<file path="config.mk">
export PLATFORM = sky130hd
export DESIGN_NAME = kthrq_ram
export DESIGN_NICKNAME = d
export VERILOG_FILES = /design/src/hw/rtl/kthrq_ram.sv
export SDC_FILE = /design/constraint.sdc
export NUM_CORES = 1
export LEC_CHECK = 0
export BUFFER_PORTS_ARGS = -buffer_cell sky130_fd_sc_hd__buf_2
export CAP_MARGIN = 20
export CORE_AREA = 3 3 107 109
export CTS_CLUSTER_DIAMETER = 30
export DETAILED_ROUTE_END_ITERATION = 8
export DIE_AREA = 0 0 110 112
export PLACE_DENSITY_LB_ADDON = 0.3
export SYNTH_ARGS = -nofsm -noshare
export SYNTH_HDL_FRONTEND = slang
export SYNTH_SLANG_ARGS = --single-unit
</file>
<file path="constraint.sdc">
create_clock -name clk -period 2.7 [get_ports clk]
set_clock_uncertainty 0.2 [all_clocks]
set_input_delay 0.81 -clock clk [delete_from_list [all_inputs] [get_ports clk]]
set_output_delay 0.81 -clock clk [all_outputs]
set_load 0.02 [all_outputs]
</file>
<file path="src/hw/rtl/kthrq_ram.sv">
`default_nettype none

// Simple dual-port RAM, one write and one registered read per cycle.
module kthrq_ram #(
  parameter int unsigned WIDTH = 8,
  parameter int unsigned DEPTH = 16
) (
  input  wire logic                     clk,
  input  wire logic                     wr_en,
  input  wire logic [$clog2(DEPTH)-1:0] wr_addr,
  input  wire logic [WIDTH-1:0]         wr_data,
  input  wire logic                     rd_en,
  input  wire logic [$clog2(DEPTH)-1:0] rd_addr,
  output logic      [WIDTH-1:0]         rd_data
);

  logic [WIDTH-1:0] mem [DEPTH];

  always_ff @(posedge clk) begin
    if (wr_en) begin
      mem[wr_addr] <= wr_data;
    end
  end

  always_ff @(posedge clk) begin
    if (rd_en) begin
      rd_data <= mem[rd_addr];
    end
  end

endmodule

`default_nettype wire

</file>
# Yosys cells after proc, flatten, opt, wreduce, memory -nomap -nowiden

Memories as Yosys holds them, arrays and structs flattened. A register that Yosys moved wholly into a read port is not among the register bits.
Index checks and enable logic that the tools add are counted.
W data, S select, Z words.

Flip-flop bits (word level): 0
Bits in latches: 0
Memory bits (writable): 128
Bits in read-only memories: 0
Output and inout bits: 8
Logic and storage cells: 3
Memories: 1

Memory list:

| name | words | width | read ports | clocked after memory_dff | wr ports | RTL line | source |
|---|---|---|---|---|---|---|---|
| mem  | 16    | 8     | 1          | 1                        | 1        | 17       | `logic [WIDTH-1:0] mem [DEPTH];` |

Add/subtract/negate cells: 0
Multiply operators: 0
Div/mod/pow operators: 0
Magnitude comparators: 0
Equality and inequality tests: 0
Shift operators: 0
Muxes and demuxes: 2
Bitwise operators: 0
Reduce and logical (&&, ||, !) cells: 0

Operators by type and width:

| kind    | count |
|---|---|
| $mux W1 | 2 |

# Logic depth before layout (Yosys ltp)

Word-level depth: 2
Mapped depth: 5
Mapped depth without buffers: 3

# Worst setup path before layout

OpenSTA, ideal clock, no wires.

Kind: input to register
From: input port wr_addr[2]
To: memory mem[0][0], enable pin
Data arrival time: 1920 ps
Required time: 2117 ps
Setup slack: 197 ps
Cell stages on the path: 2
Buffers on the path: 0
Cells stage by stage: or3b_2 > nor3_1

RTL lines:

| what            | RTL line | source |
|---|---|---|
| start, declared | 10       | `input wire logic [$clog2(DEPTH)-1:0] wr_addr,` |
| end, declared   | 17       |  |

Straight into the memory's write port.

# Worst setup path after layout

From: register rd_data[2], read port of mem
To: output port rd_data[2]

RTL lines:

| what            | RTL line | source |
|---|---|---|
| start, declared | 14       | `output logic [WIDTH-1:0] rd_data` |

No word-level cell between the ends.

==> results.md <==
* CP Data Required Time at 1690 ps
* Footprint of the multi-input gates at 1060 um^2
* Yosys cell types at 18
* Critical path peak fanout at 1
* CTS root buffer: clkbuf_8
* Sw Ratio at 0.194
* Final core occ at 0.582
* Outcome: completed
* Ordered cell list for the critical path: buf_2
* # DRC at 0
* CTS sink count at 136
* Routed length per instance at 21.6 um
* Sequential cell area at 4080 um^2
* Setup crit start kind: flop
* Ant diodes at 0
* Hold Vio Cnt, Final at 0
* PostCTS Resize Cnt at 0
* Port bufs at 26
* Detailed Place HPWL at 5930 um
* Seq pwr share at 0.486
* Die Y at 112 um
* Int Power at 3.96 mW
* Via density at 5.52
* Largest net degree at the start of global routing at 29
* Worst hold path class: input pin to flop
* Skew-Pair Late Insertion Delay at 520 ps
* Final #Nets at 304
* Layout filler cell count at 759
* TritonCTS clock tree: yes
* Final setup violation count at 0
* NetSw at 954 uW
* Yosys top cell by area: edfxtp_1
* Die area at 12,300 um^2
* Metal2 WL at 4850 um
* CP max stage cell: edfxtp_1
* Syn Inst Count at 229
* Core ar. at 10,700 um^2
* Worst hold stages at 1
* Initial antenna violation count at 0
* Syn Std Cell Area at 5230 um^2
* Met3 wire length at 588 um
* Setup_tns at 0 ps
* Layout cells sized above 1 at 0.319
* P&R area growth vs syn at 19.1%
* First DRT Iteration DRCs at 170
* H-tree depth at 4
* Unrepaired setup endpoints after global routing: no
* Max Cap Viol at 0
* Clock Power Share at 0.467
* Gr usage total at 0.176
* Power density of the placed cells at 789 nW/um^2
* CP Depth at 1
* Register area share after synthesis at 0.781
* Yosys warning total at 0
* Final WS setup at 605 ps
* Cells on worst reg2reg path at 3
* VDD IR max at 0.000366 V
* Crit path DAT at 1080 ps
* Worst-margin pin slew at 403 ps
* Num CTS Buffers at 17
* Pre-CTS WS at 85.0 ps
* Met1 Wirelength at 3940 um
* Crit-path leading delay family: flip-flops
* Clock tree buffer depth at 2
* Overflow after GRT at 0
* I/O pins at 27
* P_leak at 2.11 nW
* Largest stage delay, worst path at 400 ps
* GP Congestion at 0.728
* First-pass GRT wire length at 15,000 um
* Critical path endpoint category: primary output
* Std-Cell Rows at 38
* Post-synth top area share at 0.781
* Initial core utilization at 0.489
* Vias at 2,419
* CP Buf/Inv Count at 1
* Fmax at 477 MHz
* Vias in the first global route at 2,505
* Post-route ant nets at 0
* Total nets after synthesis at 248
* Highest Signal Layer: met4
* Fin crit share at 0.776
* Normalized max-slew margin at 0.731
* Setup Buffers After CTS at 0
* CP Class: flop to primary output
* Cts hold-fix bufs at 0
* Synth top area cells: edfxtp_1, mux4_2, mux4_1
* Die width at 110 um
* Post-layout min period at 2090 ps
* Synth Area per Inst at 22.8 um^2
* 1st-pass router iterations at 4
* Reg clk slew, reported paths at 60 ps
* Slew Limit Fails at 0
* Yosys reg bits at 136
* WL final at 9480 um
* Combinational Power Share at 0.046
through the flow:
step | cell area, um^2 | hold slack (ps) | total power, mW | std cells
floorplan | 5230 | 505 | 2.57 | 229
global placement | 5630 | 534 | 2.66 | 406
detailed placement | 5630 | 532 | 2.67 | 406
CTS | 6230 | 434 | 4.97 | 438
global route | 6230 | 439 | 5.10 | 438
finish | 6230 | 462 | 4.91 | 438
final cells by class:
class	instances	area share
Tap cell	140	0.0281
Sequential cell	136	0.656
Timing Repair Buffer	47	0.0502
Clock inverter	14	0.0291
Clock buffer	18	0.0671
Multi-Input combinational cell	83	0.170
cell families (layout without fill, tap and decap cells):
logic type	after synthesis	after routing	share of synthesized area
AOI/OAI and AO/OA	16	16	0.0230
buffers and inverters	10	79	0.0165
DFF	136	136	0.781
and+or+nand+nor	35	35	0.0314
muxes	32	32	0.148
Yosys cell counts (all sizes together):
cell type and n:
nand2 9, buf 7, and2 1, edfxtp 136, nor2b 1, nor2 13
clkdlybuf4s25 3, or3b 1, nand3 1, a22oi 16, nand3b 2, nor3 4
mux4 32, and2b 1, nand2b 2
registers in the layout, summed over array words and instances, names as in the netlist:
signal   count
mem        128
rd_data      8
worst paths after layout:
check | start | end | slack (ps)
max reg2reg | mem[3][4] | rd_data[4] | 970
max | rd_data[2] | rd_data[2] | 610
min | rd_en | rd_data[6] | 460
min reg2reg | mem[14][0] | rd_data[0] | 540
power by group through the flow:
stage	Clock (mW)	Combinational, mW	Sequential [mW]
2_1_floorplan	0	0.120	2.45
3_3_place_gp	0	0.226	2.43
3_5_place_dp	0	0.231	2.44
4_1_cts	2.35	0.233	2.39
5_1_grt	2.46	0.249	2.39
6_report	2.30	0.227	2.39
placed cells by master, fill, tap and decap left out, drive strengths merged, types with 2 or more instances in the layout:
master    count
a22oi        16
buf          47
nor2         13
clkinvlp      4
bufinv        4
edfxtp      136
nand3b        2
clkbuf       18
nand2b        2
nand2         9
mux4         32
clkinv        6
nor3          4
per-layer routing:
metal	vias up	GRT usage
met5	-	0
li1	1092	-
met1	1232	0.244
met4	0	0.0599
met3	9	0.0533
met2	86	0.267
Power figures use the tool's default switching activity.
