===== src/hw/rtl/kthrq_pkg.sv =====
`default_nettype none

package kthrq_pkg;

  typedef enum logic [1:0] {
    OP_REMOVE = 2'd0,
    OP_APPEND = 2'd1,
    OP_CLEAR  = 2'd2
  } op_t;

  typedef enum logic [2:0] {
    ST_REMOVED  = 3'd0,
    ST_NONE     = 3'd1,
    ST_APPENDED = 3'd2,
    ST_FULL     = 3'd3,
    ST_CLEARED  = 3'd4
  } status_t;

  localparam int unsigned RANK_W  = 11;
  localparam int unsigned VALUE_W = 31;

  typedef struct packed {
    logic [1:0]         operation;
    logic [RANK_W-1:0]  rank;
    logic [VALUE_W-1:0] item_value;
  } in_t;

  typedef struct packed {
    logic [2:0]         status;
    logic [VALUE_W-1:0] removed_value;
  } out_t;

endpackage

`default_nettype wire


===== src/hw/rtl/kthrq_ctrl.sv =====
`default_nettype none

// Sequencer: count-tree descent, then read-modify-write back up the path.
module kthrq_ctrl #(
  parameter int unsigned CAPACITY = 1024,
  localparam int unsigned LVLS = $clog2(CAPACITY),
  localparam int unsigned TAW  = LVLS + 1,
  localparam int unsigned SW   = LVLS,
  localparam int unsigned CW   = $clog2(CAPACITY + 1),
  localparam int unsigned TW   = $clog2(CAPACITY + 1)
) (
  input  wire logic                clk,
  input  wire logic                rst_n,
  input  wire logic                start,
  input  wire kthrq_pkg::in_t      item,
  output logic                     busy,
  output logic                     out_strobe,
  output kthrq_pkg::out_t          out_result,
  // count tree port
  output logic                     t_we,
  output logic [TAW-1:0]           t_waddr,
  output logic [CW-1:0]            t_wdata,
  output logic                     t_re,
  output logic [TAW-1:0]           t_raddr,
  input  wire logic [CW-1:0]       t_rdata,
  // value store port
  output logic                     v_we,
  output logic [SW-1:0]            v_waddr,
  output logic [kthrq_pkg::VALUE_W-1:0] v_wdata,
  output logic                     v_re,
  output logic [SW-1:0]            v_raddr,
  input  wire logic [kthrq_pkg::VALUE_W-1:0] v_rdata
);

  localparam int unsigned LW   = $clog2(LVLS + 1);
  localparam int unsigned CMPW = (CW > kthrq_pkg::RANK_W) ? CW : kthrq_pkg::RANK_W;

  typedef enum logic [1:0] {
    S_IDLE,
    S_DESC,
    S_UP
  } state_t;

  state_t          state_r, state_nxt;
  logic            strobe_r, strobe_nxt;
  kthrq_pkg::out_t res_r, res_nxt;
  logic [TW-1:0]   tail_r, tail_nxt;
  logic [CW-1:0]   present_r, present_nxt;
  logic [TAW-1:0]  node_r, node_nxt;
  logic [CW-1:0]   k_r, k_nxt;
  logic [LW-1:0]   lvl_r, lvl_nxt;
  logic [SW-1:0]   mask_r, mask_nxt;
  logic [SW-1:0]   slot_r, slot_nxt;
  logic            app_r, app_nxt;

  logic [TAW-1:0]  leaf_addr;
  logic [TAW-1:0]  child;
  logic            go_left;
  logic            stale;

  // leaf of the next free slot
  assign leaf_addr = {1'b1, tail_r[SW-1:0]};
  assign go_left   = (t_rdata >= k_r);
  assign child     = {node_r[TAW-2:0], ~go_left};
  // node not touched since the last clear: its first slot is the one being appended
  assign stale     = ((slot_r & mask_r) == '0);

  always_comb begin
    state_nxt   = state_r;
    strobe_nxt  = 1'b0;
    res_nxt     = res_r;
    tail_nxt    = tail_r;
    present_nxt = present_r;
    node_nxt    = node_r;
    k_nxt       = k_r;
    lvl_nxt     = lvl_r;
    mask_nxt    = mask_r;
    slot_nxt    = slot_r;
    app_nxt     = app_r;
    t_we        = 1'b0;
    t_waddr     = node_r;
    t_wdata     = '0;
    t_re        = 1'b0;
    t_raddr     = node_r;
    v_we        = 1'b0;
    v_waddr     = tail_r[SW-1:0];
    v_wdata     = item.item_value;
    v_re        = 1'b0;
    v_raddr     = child[SW-1:0];

    unique case (state_r)
      S_IDLE: begin
        if (start) begin
          res_nxt.removed_value = '0;
          unique case (item.operation)
            kthrq_pkg::OP_REMOVE: begin
              if ((item.rank == '0) || (CMPW'(item.rank) > CMPW'(present_r))) begin
                strobe_nxt     = 1'b1;
                res_nxt.status = kthrq_pkg::ST_NONE;
              end else begin
                k_nxt     = CW'(item.rank);
                node_nxt  = TAW'(1);
                lvl_nxt   = LW'(LVLS);
                app_nxt   = 1'b0;
                t_re      = 1'b1;
                t_raddr   = TAW'(2);
                state_nxt = S_DESC;
              end
            end
            kthrq_pkg::OP_APPEND: begin
              if (tail_r == TW'(CAPACITY)) begin
                strobe_nxt     = 1'b1;
                res_nxt.status = kthrq_pkg::ST_FULL;
              end else begin
                v_we        = 1'b1;
                t_we        = 1'b1;
                t_waddr     = leaf_addr;
                t_wdata     = CW'(1);
                t_re        = 1'b1;
                t_raddr     = leaf_addr >> 1;
                node_nxt    = leaf_addr >> 1;
                slot_nxt    = tail_r[SW-1:0];
                mask_nxt    = SW'(1);
                app_nxt     = 1'b1;
                tail_nxt    = tail_r + TW'(1);
                present_nxt = present_r + CW'(1);
                state_nxt   = S_UP;
              end
            end
            kthrq_pkg::OP_CLEAR: begin
              tail_nxt       = '0;
              present_nxt    = '0;
              strobe_nxt     = 1'b1;
              res_nxt.status = kthrq_pkg::ST_CLEARED;
            end
            default: begin
              strobe_nxt     = 1'b1;
              res_nxt.status = kthrq_pkg::ST_NONE;
            end
          endcase
        end
      end

      S_DESC: begin
        if (!go_left) begin
          k_nxt = k_r - t_rdata;
        end
        t_re = 1'b1;
        if (lvl_r == LW'(1)) begin
          // reached the leaf: fetch value, clear leaf, start the walk up
          v_re        = 1'b1;
          t_we        = 1'b1;
          t_waddr     = child;
          t_wdata     = '0;
          t_raddr     = node_r;
          slot_nxt    = child[SW-1:0];
          mask_nxt    = SW'(1);
          present_nxt = present_r - CW'(1);
          state_nxt   = S_UP;
        end else begin
          t_raddr  = {child[TAW-2:0], 1'b0};
          node_nxt = child;
          lvl_nxt  = lvl_r - LW'(1);
        end
      end

      S_UP: begin
        t_we = 1'b1;
        if (app_r) begin
          t_wdata = stale ? CW'(1) : (t_rdata + CW'(1));
        end else begin
          t_wdata = t_rdata - CW'(1);
        end
        if (node_r == TAW'(1)) begin
          strobe_nxt = 1'b1;
          if (app_r) begin
            res_nxt.status        = kthrq_pkg::ST_APPENDED;
            res_nxt.removed_value = '0;
          end else begin
            res_nxt.status        = kthrq_pkg::ST_REMOVED;
            res_nxt.removed_value = v_rdata;
          end
          state_nxt = S_IDLE;
        end else begin
          t_re     = 1'b1;
          t_raddr  = node_r >> 1;
          node_nxt = node_r >> 1;
          mask_nxt = (mask_r << 1) | SW'(1);
        end
      end

      default: state_nxt = S_IDLE;
    endcase
  end

  always_ff @(posedge clk) begin
    res_r  <= res_nxt;
    node_r <= node_nxt;
    k_r    <= k_nxt;
    lvl_r  <= lvl_nxt;
    mask_r <= mask_nxt;
    slot_r <= slot_nxt;
    app_r  <= app_nxt;
    if (!rst_n) begin
      state_r   <= S_IDLE;
      strobe_r  <= 1'b0;
      tail_r    <= '0;
      present_r <= '0;
    end else begin
      state_r   <= state_nxt;
      strobe_r  <= strobe_nxt;
      tail_r    <= tail_nxt;
      present_r <= present_nxt;
    end
  end

  assign busy       = (state_r != S_IDLE);
  assign out_strobe = strobe_r;
  assign out_result = res_r;

endmodule

`default_nettype wire


===== config.mk =====
export PLATFORM = sky130hd
export DESIGN_NAME = kthrq_ctrl
export DESIGN_NICKNAME = d
export VERILOG_FILES = /design/src/hw/rtl/kthrq_pkg.sv /design/src/hw/rtl/kthrq_ctrl.sv
export SDC_FILE = /design/constraint.sdc
export NUM_CORES = 1
export LEC_CHECK = 0
export BUFFER_PORTS_ARGS = -buffer_cell sky130_fd_sc_hd__buf_2
export CAP_MARGIN = 30
export CORE_UTILIZATION = 46
export CTS_CLUSTER_SIZE = 28
export DETAILED_ROUTE_END_ITERATION = 10
export PLACE_DENSITY = 0.72
export SKIP_CTS_REPAIR_TIMING = 1
export SLEW_MARGIN = 10
export SYNTH_ARGS = -nofsm -noshare
export SYNTH_HDL_FRONTEND = slang
export SYNTH_SLANG_ARGS = --single-unit

===== constraint.sdc =====
create_clock -name clk -period 10.6 [get_ports clk]
set_input_delay 0 -clock clk [delete_from_list [all_inputs] [get_ports clk]]
set_output_delay 0 -clock clk [all_outputs]
set_load 0.02 [all_outputs]

== After elaboration in Yosys (flattened, before gate mapping) ==
Index checks and enable logic that the tools add are counted.

* Register bits: 106
* Input bits: 89
* Output and inout bits: 124
* Logic and storage cells: 156

* Add/subtract/negate cells: 7
* Order comparisons: 2
* Equal/unequal tests: 25
* Muxes and demuxes: 86
* Bitwise gates (word level): 2
* Reduce and logical (&&, ||, !) cells: 22

{| class="wikitable"
|+ Operators with widths
! cell !! number
|-
| $mux W11 || 22
|-
| $pmux W11 S2 || 8
|-
| $mux W10 || 9
|-
| $mux W34 || 2
|-
| $pmux W34 S2 || 1
|-
| $pmux W11 S3 || 2
|-
| $reduce_and A5 Y1 || 7
|-
| $add A11 B1 Y11 const B || 3
|-
| $mux W33 || 1
|-
| $pmux W10 S3 || 1
|-
| $sub A11 B1 Y11 const B || 2
|-
| $ne A2 B2 Y1 const B || 10
|-
| $pmux W10 S2 || 1
|-
| $mux W1 || 18
|-
| $mux W4 || 4
|-
| $ne A3 B3 Y1 const B || 4
|-
| $reduce_and A6 Y1 || 2
|-
| $eq A11 B1 Y1 const B || 1
|-
| $eq A11 B11 Y1 const B || 1
|-
| $ge A11 B11 Y1 || 1
|-
| $gt A11 B11 Y1 || 1
|-
| $logic_not A11 Y1 || 1
|-
| $sub A11 B11 Y11 || 1
|-
| $and A10 B10 Y10 || 1
|-
| 22 further kinds || 40
|}

== Logic depth before layout (Yosys ltp) ==
* Word-level depth: 6
* Gate-level depth with buffers: 12
* Gate-level depth less buffers: 10

== Worst setup path after synthesis ==
OpenSTA, ideal clock, no wires.

* Path type: flip-flop to flip-flop
* Start: register state_r[0]
* End: register res_r, in the netlist out_result[31] (enable)
* Library setup time: 0.304 ns
* Arrival time: 3.077 ns
* Data required time: 10.296 ns
* Setup slack: 7.219 ns
* Cell stages (with the launch flop): 9
* Path buffers: 3
* Period minus slack after synthesis: 3.381 ns
* Cells stage by stage: dfxtp_1 -> inv_1 -> ha_1 -> clkbuf_1 -> clkbuf_1 -> clkbuf_1 -> a21oi_1 -> nor2_1 -> o21a_1

* Longest elaborated chain between the ends: 3
* Elaborated cells on any way between the ends: 8
* Those cells by class: eq/ne (5); reduce/logical (3)

{| class="wikitable"
|+ Ends and longest elaborated chain
! what !! RTL line !! text
|-
| start: declaration || kthrq_ctrl.sv:44 || <nowiki>state_t state_r, state_nxt;</nowiki>
|-
| start signal: assignment || kthrq_ctrl.sv:210 || <nowiki>state_r <= state_nxt;</nowiki>
|-
| $eq A2 B2 Y1 or $logic_not A2 Y1 (tied branches) || kthrq_ctrl.sv:91 || <nowiki>unique case (state_r)</nowiki>
|-
| $ne A2 B2 Y1 (no line) (tied with other cells) || - ||
|-
| $reduce_and A5 Y1 (no line) * || - ||
|-
| end signal: assignment || kthrq_ctrl.sv:197 || <nowiki>res_r <= res_nxt;</nowiki>
|-
| end: declaration || kthrq_ctrl.sv:46 || <nowiki>kthrq_pkg::out_t res_r, res_nxt;</nowiki>
|}

Mark *: on every way between the ends. The rest lies on a longest branch, timed or not.
A chain may end at the register's enable or synchronous reset.

== Worst setup path after layout ==
* Start: register state_r[1]
* End: output port t_raddr[1]

* Longest elaborated chain between the ends: 2
* Elaborated cells on any way between the ends: 4
* Those cells by class: eq/ne (2); mux (1); reduce/logical (1)

{| class="wikitable"
|+ Ends and longest elaborated chain
! what !! RTL line !! text
|-
| $eq A2 B2 Y1 (tied with other cells) || kthrq_ctrl.sv:91 ||
|-
| $pmux W11 S3 * || kthrq_ctrl.sv:91 ||
|-
| end: declaration || kthrq_ctrl.sv:24 || <nowiki>output logic [TAW-1:0] t_raddr,</nowiki>
|}

Marked as above.

==> results.json <==
{
  "dp_cells": 1144,
  "rrSetupSlack_ns": 7.50,
  "worstSetupStartpoint": "state_r[1]$_SDFFE_PN0P_",
  "synth_nets": 996,
  "core_um2": 16100,
  "root_buffer": "clkbuf_16",
  "hold_viol_final": 1,
  "synth_edf_count": 80,
  "viasPerCell": 5.85,
  "status": "finished, violations left",
  "die_w_um": 131,
  "cts_tree": "yes",
  "yosysWarnings": 0,
  "regArea_um2": 2900,
  "ys_seq_elements": 105,
  "r2r-end": "slot_r[3]$_DFFE_PP_",
  "n_fill_cell": 1451,
  "clock_latency_ns": 0.36,
  "diodes": 0,
  "violations": "hold timing",
  "holdWs_ns": -0.00357,
  "fin_ws_ns": 7.44,
  "nNetsFinal": 1100,
  "grt_pass1_wl_um": 32900,
  "fp-row-count": 46,
  "wl_um": 21700,
  "place_ws_ns": 7.25,
  "io_pins": 213,
  "holdPathStages": 2,
  "synth_ff_type": "edfxtp_1",
  "max_slew_margin_pct": 37.5,
  "avgSynthCellArea_um2": 8.77,
  "layout_common_cells": "buf_2, edfxtp_1, nand2_1",
  "cp.required_ns": 10.60,
  "vias": 7006,
  "syn_to_final_growth_pct": 14.9,
  "cap_violations": 0,
  "fmax_ghz": 0.316,
  "syn_inst": 872,
  "grt_max_degree": 55,
  "place_congestion": 0.969,
  "arrival_ns": 3.16,
  "netlist_area_um2": 7650,
  "clk_pin_slew_ns": 0.07,
  "seq_area_frac_synth_pct": 38.0,
  "drive_above_1_share_pct": 20.6,
  "worst-slew-pin-transition_ns": 0.933,
  "cp_max_fo": 15,
  "ff2ff_path_depth": 7,
  "cts_max_path_buffers": 2,
  "p_total_mw": 1.22,
  "hold_path_class": "input port to flop",
  "worstHoldStart": "v_rdata[1]",
  "dp_hpwl_um": 15400,
  "fin_skew_ns": 0.00951,
  "initial_core_util_pct": 47.6,
  "grt.overflow.total": 0,
  "synth_async_sr_flop_share_pct": 0,
  "io_buffers": 150,
  "peakVddDrop_mv": 0.0948,
  "multiInputGateArea_um2": 3960,
  "total_leakage_power_nw": 3.51,
  "final_area_um2": 8790,
  "grt_pass1_vias": 6158,
  "cts_buffers": 9,
  "clock-sinks": 105,
  "ant_nets": 0,
  "fin_crit_sh_pct": 29.8,
  "powerDensity_nw_per_um2": 139,
  "gr-usage-all-layers_pct": 25.1,
  "critPathCaptureType": "primary output",
  "synthDistinctLibCells": 81,
  "drt_iter0_drc": 925,
  "post_drt_wl_per_cell_um": 18.1,
  "die_area_um2": 17100,
  "crit_type": "flop to primary output",
  "drtPass1Iterations": 6,
  "stdcell_count": 1197,
  "min_period_ns": 3.16,
  "antenna_found_initial": 1,
  "hold_end": "out_result[1]$_SDFFCE_PP0P_",
  "finalSetupViolations": 0,
  "finalMaxSlewViolations": 0,
  "place_area_um2": 8140,
  "final_common_cell": "buf_2",
  "fin_tns_setup_ns": 0,
  "die_y_um": 131,
  "drc": 0,
  "rsz0062_at_grt": "no",
  "crit_path_start_kind": "flop",
  "htree_levels": 3,
  "timing.rr.start": "state_r[0]$_SDFFE_PN0P_"
}
-- report_power, final --
part           internal (mW)  switching (mW)  total (mW)
registers              0.492          0.0364       0.528
logic                  0.130           0.239       0.369
clock network          0.163           0.159       0.322
total                  0.785           0.434        1.22
-- sequential cells by signal, summed over array words and instances (netlist names), 4 cells and up --
signal / count
k_r: 11
lvl_r: 4
mask_r: 9
node_r: 11
out_result: 34
present_r: 11
slot_r: 10
tail_r: 11
-- area by class of cell --
type                            count  share of cell area (%)
Clock buffer                       10                    2.60
Clock inverter                      6                   0.584
Inverter                           53                    2.29
Multi-Input combinational cell    613                    45.0
Sequential cell                   105                    33.0
Tap cell                          216                    3.07
Timing Repair Buffer              194                    13.4
-- layer usage --
metal  vias up  wire length [um]  GRT usage [%]
met5         -                13              0
met4         2               474           7.51
met3        45              2230           8.02
met2       403              9630           39.1
met1      3235              9310           33.1
li1       3321                 -              -
-- logic make-up after synthesis --
logic type	Yosys count	share of synthesized area [%]
fa+ha+maj	35	5.82
flops	105	38.0
compound gates	222	19.8
mux	13	1.78
simple gates	325	22.1
buf+inv	154	10.5
xor+xnor	18	2.06
-- synth_stat cells (all sizes together) (4+ instances only) --
cell | count | area [um2]
inv | 51 | 194
buf | 63 | 455
nand4 | 13 | 81.3
o21a | 13 | 97.6
and3 | 7 | 43.8
nor2b | 6 | 37.5
o31ai | 14 | 119
a222oi | 5 | 50.1
xnor2 | 15 | 131
nor4 | 12 | 96.3
edfxtp | 80 | 2400
a22oi | 6 | 45.0
ha | 34 | 425
nor3 | 29 | 145
nand3 | 20 | 125
dfxtp | 25 | 500
o22ai | 6 | 37.5
a31oi | 16 | 115
clkbuf | 38 | 143
a211oi | 8 | 60.1
or3 | 11 | 68.8
a21o | 7 | 52.6
and2 | 45 | 282
nand2 | 80 | 308
nor4b | 6 | 67.6
nor2 | 76 | 285
a21oi | 56 | 280
a21boi | 4 | 30.0
o211ai | 5 | 37.5
o21ai | 44 | 224
mux2 | 5 | 56.3
mux2i | 8 | 80.1
-- stage by stage --
| step | util, % | hold slack (ns) |
|---|---|---|
| 2_1_floorplan | - | 0.113 |
| 5_1_grt | 54.7 | 0.0000293 |
| 3_5_place_dp | 50.7 | 0.000137 |
| 4_1_cts | 52.4 | -0.0910 |
| 3_3_place_gp | 50.7 | 0.000137 |
| 6_report | 54.7 | -0.00357 |
-- critical path, stage by stage (launching register included) --
cell and delay, ns:
dfxtp_1 0.38, ha_1 0.60, clkinv_1 0.51, o21ai_1 0.44, a21oi_1 0.10, o21ai_0 0.20, a31oi_1 0.07, o22ai_1 0.29
buf_2 0.23
-- worst max path at each step --
stage                     slack, ns  depth (start not counted)                           end
after CTS                      7.23                          9           node_r[2]$_DFFE_PP_
after floorplan                7.22                          8  out_result[31]$_SDFFCE_PP0P_
final                          7.44                          8                    t_raddr[1]
after global routing           7.24                          8                    t_raddr[1]
after detailed placement       7.25                          9           node_r[5]$_DFFE_PP_
after global placement         7.30                          9           node_r[2]$_DFFE_PP_
No activity file was read; power rests on OpenSTA's default activity.
